### src/hdl/rud_pkg.sv
// Shared constants and types for the restoring unsigned divider
`timescale 1ns / 1ps
`default_nettype none
package rud_pkg;

    localparam int DATA_WIDTH_DEF = 32;
    localparam int OPND_W         = 32;
    localparam int QUO_W          = 32;

    typedef struct packed {
        logic en;
        logic valid;
    } t_cell_ctl;

endpackage
`default_nettype wire

### src/hdl/rud_cell.sv
// One restoring division step: shift in a dividend bit, trial subtract, emit a quotient bit
`timescale 1ns / 1ps
`default_nettype none
module rud_cell #(
    parameter int DATA_WIDTH = rud_pkg::DATA_WIDTH_DEF
) (
    input  wire                      i_clk,
    input  wire                      i_rst_n,
    input  wire rud_pkg::t_cell_ctl  i_ctl,
    input  wire  [DATA_WIDTH-1:0]    i_num,
    input  wire  [DATA_WIDTH-1:0]    i_den,
    input  wire  [DATA_WIDTH-1:0]    i_rem,
    input  wire  [DATA_WIDTH-1:0]    i_quo,
    input  wire                      i_started,
    output logic                     o_valid,
    output logic [DATA_WIDTH-1:0]    o_num,
    output logic [DATA_WIDTH-1:0]    o_den,
    output logic [DATA_WIDTH-1:0]    o_rem,
    output logic [DATA_WIDTH-1:0]    o_quo,
    output logic                     o_started
);
    import rud_pkg::*;

    logic                  r_valid;
    logic [DATA_WIDTH-1:0] r_num, r_den, r_rem, r_quo;
    logic                  r_started;

    logic [DATA_WIDTH-1:0] n_num, n_rem, n_quo;
    logic                  n_started;
    logic [DATA_WIDTH:0]   w_trial, w_diff;
    logic                  w_take;

    always_comb begin
        n_started = i_started | i_num[DATA_WIDTH-1];
        w_trial   = {i_rem, i_num[DATA_WIDTH-1]};
        w_diff    = w_trial - {1'b0, i_den};
        w_take    = n_started && (w_trial >= {1'b0, i_den});
        n_num     = {i_num[DATA_WIDTH-2:0], 1'b0};
        n_quo     = {i_quo[DATA_WIDTH-2:0], w_take};
        if (w_take) begin
            n_rem = w_diff[DATA_WIDTH-1:0];
        end else begin
            n_rem = w_trial[DATA_WIDTH-1:0];
        end
    end

    always_ff @(posedge i_clk) begin
        if (!i_rst_n) begin
            r_valid <= 1'b0;
        end else if (i_ctl.en) begin
            r_valid <= i_ctl.valid;
        end
    end

    always_ff @(posedge i_clk) begin
        if (i_ctl.en) begin
            r_num     <= n_num;
            r_den     <= i_den;
            r_rem     <= n_rem;
            r_quo     <= n_quo;
            r_started <= n_started;
        end
    end

    assign o_valid   = r_valid;
    assign o_num     = r_num;
    assign o_den     = r_den;
    assign o_rem     = r_rem;
    assign o_quo     = r_quo;
    assign o_started = r_started;

endmodule
`default_nettype wire

### config.mk
export PLATFORM = sky130hd
export DESIGN_NAME = rud_cell
export DESIGN_NICKNAME = d
export VERILOG_FILES = /design/src/hdl/rud_pkg.sv /design/src/hdl/rud_cell.sv
export SDC_FILE = /design/constraint.sdc
export NUM_CORES = 1
export LEC_CHECK = 0
export BUFFER_PORTS_ARGS = -buffer_cell sky130_fd_sc_hd__buf_2
export CAP_MARGIN = 40
export CORE_MARGIN = 2
export CORE_UTILIZATION = 31
export DETAILED_ROUTE_END_ITERATION = 12
export SLEW_MARGIN = 20
export SYNTH_ARGS = -nofsm -noshare
export SYNTH_HDL_FRONTEND = slang
export SYNTH_SLANG_ARGS = --single-unit
export TNS_END_PERCENT = 30
### constraint.sdc
create_clock -name i_clk -period 8.8 [get_ports i_clk]
set_input_delay 0.88 -clock i_clk [delete_from_list [all_inputs] [get_ports i_clk]]
set_output_delay 0.88 -clock i_clk [all_outputs]
set_load 0.02 [all_outputs]
# Word level (Yosys, flattened, before mapping)
# Cells that the tools add are included.
# Widths: inputs -> output; s select.
# totals
register_bits	129
latchBits	0
ram_bits	0
mem_bits_ro	0
out_inout_bits	130
n_memories	0
# op_classes
add_sub_neg	1
n_mul	0
div	0
magnitude_cmp	1
n_eq_ne	0
shifts	0
n_mux	1
bitwise	1
n_reduce_logical	1
# op_table
cell	n
$ge 33x32->1	1
$mux 32	1
$sub 32x32->32	1
$logic_and 1x1->1	1
$or 1x1->1	1

# Depth between registers and ports, before layout
# Gate-level depths: netlist of run 1.
# logic_depth
word_depth	3
ltp_mapped	13
mapped_depth_nobuf	12

# Worst setup path after synthesis of run 1
# OpenSTA, ideal clock, no wires.
# synth_timing
kind	input to register
from	input port i_den[4]
to	register r_rem[10] (netlist: o_rem[10]), data pin
setup_time_ns	0.260
arrival_time_ns	3.199
t_required_ns	8.540
setup_slack_ns	5.340
path_stages	12
path_cell_list	inv_1 > ha_1 > a21o_1 > a31oi_1 > and2_4 > o211ai_2 > a2111oi_2 > o31a_1 > o41ai_4 > nand2_4 > buf_6 > mux2_4
# synth_via
elab_chain_len	3
word_cells_on_any_way	4
classes_between	add/sub (1); order compare (1); mux (1); reduce/logical (1)
# synth_lines
element	line_no	text
from (decl)	rud_cell.sv:11	input wire [DATA_WIDTH-1:0] i_den,
$ge 33x32->1	rud_cell.sv:37	w_take = n_started && (w_trial >= {1'b0, i_den});
$logic_and 1x1->1	rud_cell.sv:37	
$mux 32 (*)	rud_cell.sv:40	if (w_take) begin
net n_rem[10]	rud_cell.sv:28	logic [DATA_WIDTH-1:0] n_num, n_rem, n_quo;
to (signal assigned)	rud_cell.sv:59	r_rem <= n_rem;
to (decl)	rud_cell.sv:25	logic [DATA_WIDTH-1:0] r_num, r_den, r_rem, r_quo;
# The timed path passes the listed nets; every way through them passes the cells marked *.
# A chain may end at the register's enable or synchronous reset.

# Worst setup path after layout of run 1
# layout_timing
from	input port i_den[4]
to	register r_rem[31] (netlist: o_rem[31]), data pin
# Same word-level chain as after synthesis.

==> results of run 1 <==
-- flip-flops by register name, indices dropped and copies added (netlist names) --
signal and flops:
o_rem 32, o_quo 32, o_num 31, o_valid 1, o_started 1, o_den 32
-- worst paths after layout --
| check | to | slack [ps] |
|---|---|---|
| max reg2reg | o_valid | 8200 |
| min reg2reg | o_valid | 540 |
| min | o_valid | 540 |
| max | o_rem[31] | 4890 |
-- metal layers --
metal  global-route usage (%)  vias up
li1                         -     2218
met1                     18.0     2083
met2                     25.7      180
met3                     4.47       15
met4                     5.58        2
met5                        0        -
-- through the flow --
stage / std cells / setup slack (ps) / util [%] / area, um2
finish: 1000 / 4890 / 43.0 / 8450
global route: 998 / 4720 / 43.0 / 8440
CTS: 997 / 4870 / 42.9 / 8440
detailed placement: 965 / 4420 / 39.9 / 7840
global placement: 964 / 4460 / 39.8 / 7820
floorplan: 450 / 5340 / - / 6250
-- kinds of logic after synthesis --
| group | synth area share (%) |
|---|---|
| and+or+nand+nor | 6.06 |
| xor gates and xnor gates | 4.06 |
| other | 0.0600 |
| DFF | 61.8 |
| buffers and inverters | 3.68 |
| muxes | 7.32 |
| AOI/OAI and AO/OA | 10.3 |
| adders and majority gates | 6.72 |
-- worst max-delay path: stages --
cell       delay [ps]
buf_2             100
inv_1              40
ha_1              370
a21o_1            220
a31oi_1           190
and2_4            190
o211ai_2          110
a2111oi_2         540
o31a_1            310
o41ai_4           140
nand2_4           550
mux2_2            410
-- where the power goes --
group / switching (mW) / leakage, nW / internal (mW)
Sequential: 0.0126 / 1.26 / 0.747
Clock: 0.298 / 0.283 / 0.427
Combinational: 0.223 / 2.27 / 0.160
Total: 0.533 / 3.81 / 1.33
-- layout by cell type, fill, tap and decap left out, drive strengths merged, types with 5 or more instances in the layout --
cell type	netlist	routed
buf	6	262
edfxtp	128	128
inv	41	50
a21oi	34	34
ha	32	32
mux2	29	29
nand2	26	26
xnor2	21	21
a21o	18	18
clkbuf	6	18
o21ai	16	16
nor2	13	13
nand3	9	9
xor2	8	8
a31oi	6	6
nand4	5	5
nor2b	5	5
o21a	5	5
-- area by class of cell --
type	count	area, um2	area share, %
flip-flops and latches	129	3860	45.7
multi-input cells	268	2160	25.6
repair buffers	262	1340	15.8
clock buffers	18	429	5.08
well taps	265	332	3.93
clock inverters	14	166	1.97
inverters	41	154	1.82
diodes	3	7.51	0.0889
==> out/results.tsv, run 1 <==
metric	value	unit
status	finished clean	
grt_pass1_wl	24600	um
grt_usage	15.0	%
post_cts_buffers	0	
drc	0	
ant_nets	0	
cts_hold_buf	0	
clkTransAtPathRegs	60	ps
postRouteWirelength	16200	um
routed-wl-met3	1140	um
num_rows	51	
grt_pass1_vias	4435	
routedWlPerCell	16.2	um
yosysMostFrequentCell	edfxtp_1	
tns	0	ps
arrival	4070	ps
drive_gt1_share	45.4	%
antenna_found_initial	3	
clockBufferDepth	2	
dr.pass1.iters	4	
syn_inst	450	
met1_length	6930	um
core	19700	um2
ys_types	52	
die-area	21300	um2
wl_met2	7880	um
hold_ws	543	ps
yosysSeqAreaShare	61.8	%
cellPowerDensity	221	nW/um2
htreeDepth	4	
rsz0062_at_grt	no	
area_delta_synth_final	35.1	%
synthTopCellsByCount	edfxtp_1, inv_1, a21oi_1, ha_1, mux2_4	
synth-async-reset-ratio	0	%
ys_warn_count	0	
port_buffers	260	
clock_skew	0	ps
ios	263	
cts.sinks	129	
die_h	146	um
setup_viol	0	
hold_path.class	reg2reg	
maxUsedRoutingLayer	met5	
ctsResizeCount	0	
ys_ff_latch	129	
crit_type	in2reg	
grt_max_degree	56	
fin_crit	3910	ps
hold_depth	2	
num-nets-final	885	
min_from	o_valid	
p_total	1.87	mW
gp_congestion	0.839	
ir_drop	124	uV
hold_viol	0	
maxSlewHeadroom	56.0	%
vias	4498	
period_share	44.4	%
worstPathMaxFanout	32	
r2r_cells	2	
viasPerCell	4.50	
yosysTopAreaCellShare	61.5	%
cts_tree	built	
floorplan.initialDensity	31.8	%
fp.dieW	146	um
syn_area	6250	um2
r2r-start	o_valid	
drt_iter0_drc	279	
dp_hpwl	12400	um
synth_area_leaders	edfxtp_1, mux2_4, ha_1	
cts_buffers	17	
root_buffer	clkbuf_16	
fillers	1925	
cp.required	8960	ps
p_leak	3.81	nW
overflow	0	
clkLatencyLatePin	420	ps
postSynthAreaPerCell	13.9	um2
synth_ff_type	edfxtp_1	
worstSetupStartpointType	primary input	
synth-edff-count	128	
worst_pin_slew	659	ps
crit_start	i_den[4]	
fmax	0.256	GHz
drv_slew	0	
syn_nets	616	
cp-end-kind	flip-flop	
maxCapViolCount	0	
yosysTopAreaCell	edfxtp_1	
Power figures use the tool's default switching activity.
==> inputs of run 2 (changes only) <==
==> constraint.sdc (replaced) <==
create_clock -name i_clk -period 3.8 [get_ports i_clk]
set_input_delay 0.38 -clock i_clk [delete_from_list [all_inputs] [get_ports i_clk]]
set_output_delay 0.38 -clock i_clk [all_outputs]
set_load 0.02 [all_outputs]
==> run 2 against run 1 <==
Compared with the run above: die area did not move; final area rose by 0.44%; combinational power is 130% higher; clock skew unchanged; non-clock buffer count increased by 4; sequential power increased by 130%; count of clock-buffer cells in the layout stayed put; critical path depth grew 1; total power grew 130%; critical path type unchanged; critical endpoint is now o_rem[2].
==> out/results.tsv, run 2 (synthesis results as in run 1) <==
metric	value	unit	change
critPathBufInv	3		+1
num-nets-final	889		+0.45%
grt_util_met3	4.44	%	-0.031 points
core	19700	um2	unchanged
fin_crit	3050	ps	
grt-busiest-layer	met2		
arrival	3220	ps	-850 ps
worstPathMaxFanout	15		-53%
slowest_delay	520	ps	-30 ps
gr-usage-met1	17.6	%	-0.34 points
die-area	21300	um2	unchanged
cts_hold_buf	0		unchanged
htreeDepth	4		unchanged
viasPerCell	4.53		+0.70%
drt_iter0_drc	279		unchanged
cts.sinks	129		unchanged
dp_hpwl	12600	um	+1.2%
antenna_found_initial	2		-1
setup_viol	0		unchanged
gp_congestion	0.845		+0.70%
post_cts_buffers	0		unchanged
status	finished clean		
rsz0062_at_grt	no		
floorplan.initialDensity	31.8	%	unchanged
maxCapViolCount	0		unchanged
p_leak	3.83	nW	+0.44%
worstSetupStartpointType	primary input		
cts_tree	built		
placed_cells	969		+0.41%
clockBufferDepth	2		unchanged
clock_skew	0	ps	unchanged
period_share	80.2	%	
worst_path_max_delay_cell	a2111oi_2		
vias	4543		+1.0%
port_buffers	260		unchanged
seq_area	3860	um2	unchanged
num_rows	51		unchanged
final_cell_mix	buf_2, edfxtp_1, inv_1, a21oi_1, ha_1		
ant_nets	0		unchanged
clkTransAtPathRegs	60	ps	about the same
grt_pass1_wl	24800	um	+0.70%
path_cells	buf_2 > inv_1 > ha_1 > a21o_1 > a31oi_1 > and2_4 > o211ai_2 > a2111oi_2 > o31a_1 > o41ai_4 > nand2_4 > buf_12 > mux2_2		
final_common_cell	buf_2		
use_met2	25.8	%	+0.19 points
hold_viol	0		unchanged
ir_drop	279	uV	+130%
fmax	0.328	GHz	
cp-end-kind	flip-flop		
multiInputGateArea	2160	um2	unchanged
drc	0		unchanged
postRouteWirelength	16200	um	about the same
cellPowerDensity	501	nW/um2	+130%
die_h	146	um	unchanged
cp_top_family	compound AO/OA/AOI/OAI gates		
clkLatencyLatePin	420	ps	about the same
ios	263		unchanged
drv_slew	0		unchanged
cts_buffers	17		unchanged
routedWlPerCell	16.2	um	-0.39%
drive_gt1_share	45.7	%	+0.30 points
grt_max_degree	83		+48%
grt_pass1_vias	4622		+4.2%
area_delta_synth_final	35.7	%	
ctsResizeCount	0		unchanged
dr.pass1.iters	4		unchanged
overflow	0		unchanged
grt_usage	15.1	%	+0.034 points
finalNonFillerCells	1003		+0.30%
root_buffer	clkbuf_16		
tns	0	ps	unchanged
fp.dieW	146	um	unchanged
hold_path.class	in2reg		
fillers	1892		-1.7%
crit_type	in2reg		
cp.required	3970	ps	-4990 ps
[run 2: cell count changes in the layout (fill, tap and decap cells not counted)]
cell	before	now
buf_16	0	1
diode_2	3	2
bufinv_16	2	1
inv_6	7	5
clkinv_4	0	2
buf_4	1	3
clkinvlp_4	3	4
buf_12	1	2
[run 2: final timing paths]
path	start	to	slack [ps]	cells past startpoint
setup / recovery	i_den[4]	o_rem[2]	750	13
hold / removal	i_num[19]	o_num[20]	130	1
setup reg to reg	o_valid	o_valid	3210	2
hold reg to reg	o_valid	o_valid	510	2
[run 2: report_power, final]
part / internal (mW) / leakage [nW] / switching, mW
sequential: 1.73 / 1.26 / 0.0307
clock: 0.920 / 0.268 / 0.675
combinational: 0.380 / 2.30 / 0.519
[run 2: metrics by stage]
stage                     setup WS [ps]  hold slack [ps]  power, mW  util, %  instance area, um2
after floorplan                     840              479       2.37        -                6250
after global placement              324              495       2.69     40.1                7880
after detailed placement            308              500       2.70     40.2                7910
after CTS                           735              117       4.32     43.1                8480
after global routing                544              114       4.45     43.2                8480
final                               752              132       4.25     43.2                8480
[run 2: area by class of cell]
type	instances	share of cell area, %
inverter	41	1.81
sequential	129	45.5
clock inverter	14	1.70
tap	265	3.91
clock buffer	18	5.06
timing repair buffer	266	16.5
multi-input combinational	268	25.5
antenna	2	0.0590
[run 2: routing by layer]
metal | wire (um) | vias up
li1 | - | 2232
met1 | 6610 | 2106
met2 | 8060 | 186
met3 | 1190 | 19
met4 | 350 | 0
met5 | 0 | -
[run 2: worst register-to-register path, cell delays in order, from the launching register on]
cell and delay (ps):
dfxtp_1 300, mux2i_1 120, nor2b_1 60
==> inputs of run 3 (changes only) <==
==> constraint.sdc (replaced) <==
create_clock -name i_clk -period 2.5 [get_ports i_clk]
set_input_delay 0.25 -clock i_clk [delete_from_list [all_inputs] [get_ports i_clk]]
set_output_delay 0.25 -clock i_clk [all_outputs]
set_load 0.02 [all_outputs]
==> run 3 against run 2 <==
Compared with the run above: the run now ends with negative setup slack left; worst hold slack got worse by 120 ps; via count increased by 12%; final cell count increased by 16%; largest power group unchanged; critical endpoint is now o_rem[5]; sequential share of layout area decreased by 7.8 points; critical path type unchanged; die area unchanged; non-clock buffer count increased by 163.
==> out/results.tsv, run 3 (synthesis results as in run 1) <==
metric	value	unit	change
viasPerCell	4.39		-3.2%
status	finished with violations		
gr-usage-met1	19.3	%	+1.7 points
htreeDepth	4		unchanged
worstPathMaxFanout	8		-7
cellPowerDensity	695	nW/um2	+39%
ir_drop	477	uV	+71%
violations	negative setup slack		
setup_ws	-154	ps	-905 ps
grt_pass1_vias	5266		+14%
drive_gt1_share	53.2	%	+7.5 points
clkPwrFrac	37.6	%	about the same
min_from	i_quo[16]		
hold_depth	1		unchanged
netSwitchingFraction	27.0	%	-1.7 points
postRouteWirelength	18000	um	+11%
seq_area	3860	um2	unchanged
multiInputGateArea	2390	um2	+11%
crit_type	in2reg		
grt_util_met3	4.28	%	-0.16 points
cts.sinks	129		unchanged
arrival	2810	ps	-410 ps
num_rows	51		unchanged
rsz0062_at_grt	yes		
r2r-start	o_valid		
final_cell_mix	buf_2, edfxtp_1, buf_4, dlygate4sd3_1, inv_1		
setup_viol	29		+29
r2r_cells	2		unchanged
grt_max_degree	62		-25%
grt_pass1_wl	27500	um	+11%
core	19700	um2	unchanged
cts_tree	built		
overflow	0		unchanged
ios	263		unchanged
p_int	5.19	mW	+71%
seqPwrFrac	37.7	%	-3.7 points
maxCapViolCount	0		unchanged
vias	5109		+12%
clock_skew	0	ps	unchanged
combPwrFrac	24.8	%	+3.7 points
path_cells	buf_12 > inv_12 > ha_4 > nor2b_4 > o2111ai_2 > and2_4 > o211ai_4 > a2111oi_4 > o31a_1 > o41ai_4 > nand2_4 > buf_12 > buf_12 > mux2_4		
regToRegSetupSlack	1920	ps	-1290 ps
fin_crit	2650	ps	
hold_path.class	in2reg		
gp_congestion	0.811		-4.0%
p_leak	4.67	nW	+22%
floorplan.initialDensity	31.8	%	unchanged
clockBufferDepth	2		unchanged
drv_slew	0		unchanged
num-nets-final	1052		+18%
dr.pass1.iters	4		unchanged
ant_nets	0		unchanged
fp.dieW	146	um	unchanged
period_share	106	%	
die-area	21300	um2	unchanged
area_delta_synth_final	63.7	%	
final_util	52.1	%	+8.9 points
root_buffer	clkbuf_16		
worst_path_max_delay_cell	o41ai_4		
reg2reg_to	o_valid		
final_common_cell	buf_2		
slowest_delay	380	ps	-140 ps
hold_viol	0		unchanged
clkLatencyLatePin	410	ps	about the same
port_buffers	260		unchanged
routedWlPerCell	15.5	um	-4.3%
holdPathEnd	o_quo[17]		
dp_slack	-655	ps	-962 ps
cp.required	2660	ps	-1310 ps
grt-busiest-layer	met2		
dp_hpwl	13500	um	+7.4%
cp-end-kind	flip-flop		
die_h	146	um	unchanged
drc	0		unchanged
fillers	1760		-7.0%
cts_buffers	17		unchanged
worstSetupStartpointType	primary input		
use_met2	30.2	%	+4.4 points
clkTransAtPathRegs	50	ps	about the same
switching_power	1.92	mW	+57%
cp_common_cell	buf_12		
antenna_found_initial	2		unchanged
fmax	0.377	GHz	
drt_iter0_drc	256		-8.2%
grt_usage	16.7	%	+1.6 points
## run 3: cell count changes in the layout (fill, tap and decap cells not counted), moves of 3 or more
cell,previous run,this run
buf_12,2,8
buf_4,3,108
bufinv_16,1,4
clkinv_4,2,5
clkinvlp_4,4,0
dlygate4sd3_1,0,52
ha_1,32,19
ha_4,0,11
inv_1,41,38
nor2_1,13,10
nor2_2,0,3
## run 3: final cells by class
cell class              instances  area share (%)
repair buffers                429            27.7
well taps                     265            3.24
flip-flops and latches        129            37.7
inverters                      41            1.65
multi-input cells             268            23.4
clock inverters                14            2.02
diodes                          1          0.0244
clock buffers                  18            4.19
## run 3: per-layer routing
metal  vias to the layer above  wire length [um]
met4                         2               220
li1                       2548                 -
met1                      2364              7520
met3                        16              1110
met5                         -                13
met2                       179              9140
## run 3: timing repair
item | in CTS | in global routing
endpoints found under the hold margin | 48 | 4
buffers inserted | 7 | 6
gates resized for setup | 12 | 8
endpoints found under the setup margin | 31 | 32
hold buffers | 48 | 4
pin swaps | 8 | 10
gates cloned | 1 | 0
## run 3: metrics by stage
step                TNS [ps]  instances  area [um2]  power, mW  hold WS [ps]
finish                 -3940       1165       10200       7.12          16.1
detailed placement    -19860       1066        8830       4.35           428
global placement      -17800       1066        8830       4.34           426
floorplan              -6130        450        6440       3.64           349
CTS                    -3360       1154       10100       7.17         0.268
global route           -6520       1164       10200       7.42         0.439
## run 3: power by group through the flow
stage / clock (mW) / sequential (mW) / combinational [mW]
4_1_cts: 2.75 / 2.68 / 1.74
3_5_place_dp: 0 / 2.73 / 1.62
6_report: 2.67 / 2.68 / 1.76
5_1_grt: 2.83 / 2.70 / 1.89
3_3_place_gp: 0 / 2.72 / 1.61
2_1_floorplan: 0 / 3.01 / 0.635
## run 3: worst max-delay path by stage
stage                         from         to  slack [ps]  cells past startpoint
final                     i_den[1]   o_rem[5]        -150                     14
after global routing      i_den[1]  o_rem[12]        -240                     14
after CTS                 i_den[1]  o_rem[12]        -130                     14
after detailed placement  i_den[1]  o_rem[18]        -650                     13
after global placement    i_den[1]  o_rem[20]        -590                     13
after floorplan           i_den[1]  o_rem[13]        -220                     12
## run 3: critical path: cells and delay by family
kind | cells | cell delay (ps)
buf+inv | 4 | 410
simple gates | 3 | 480
mux | 1 | 290
compound gates | 5 | 1140
fa+ha+maj | 1 | 250
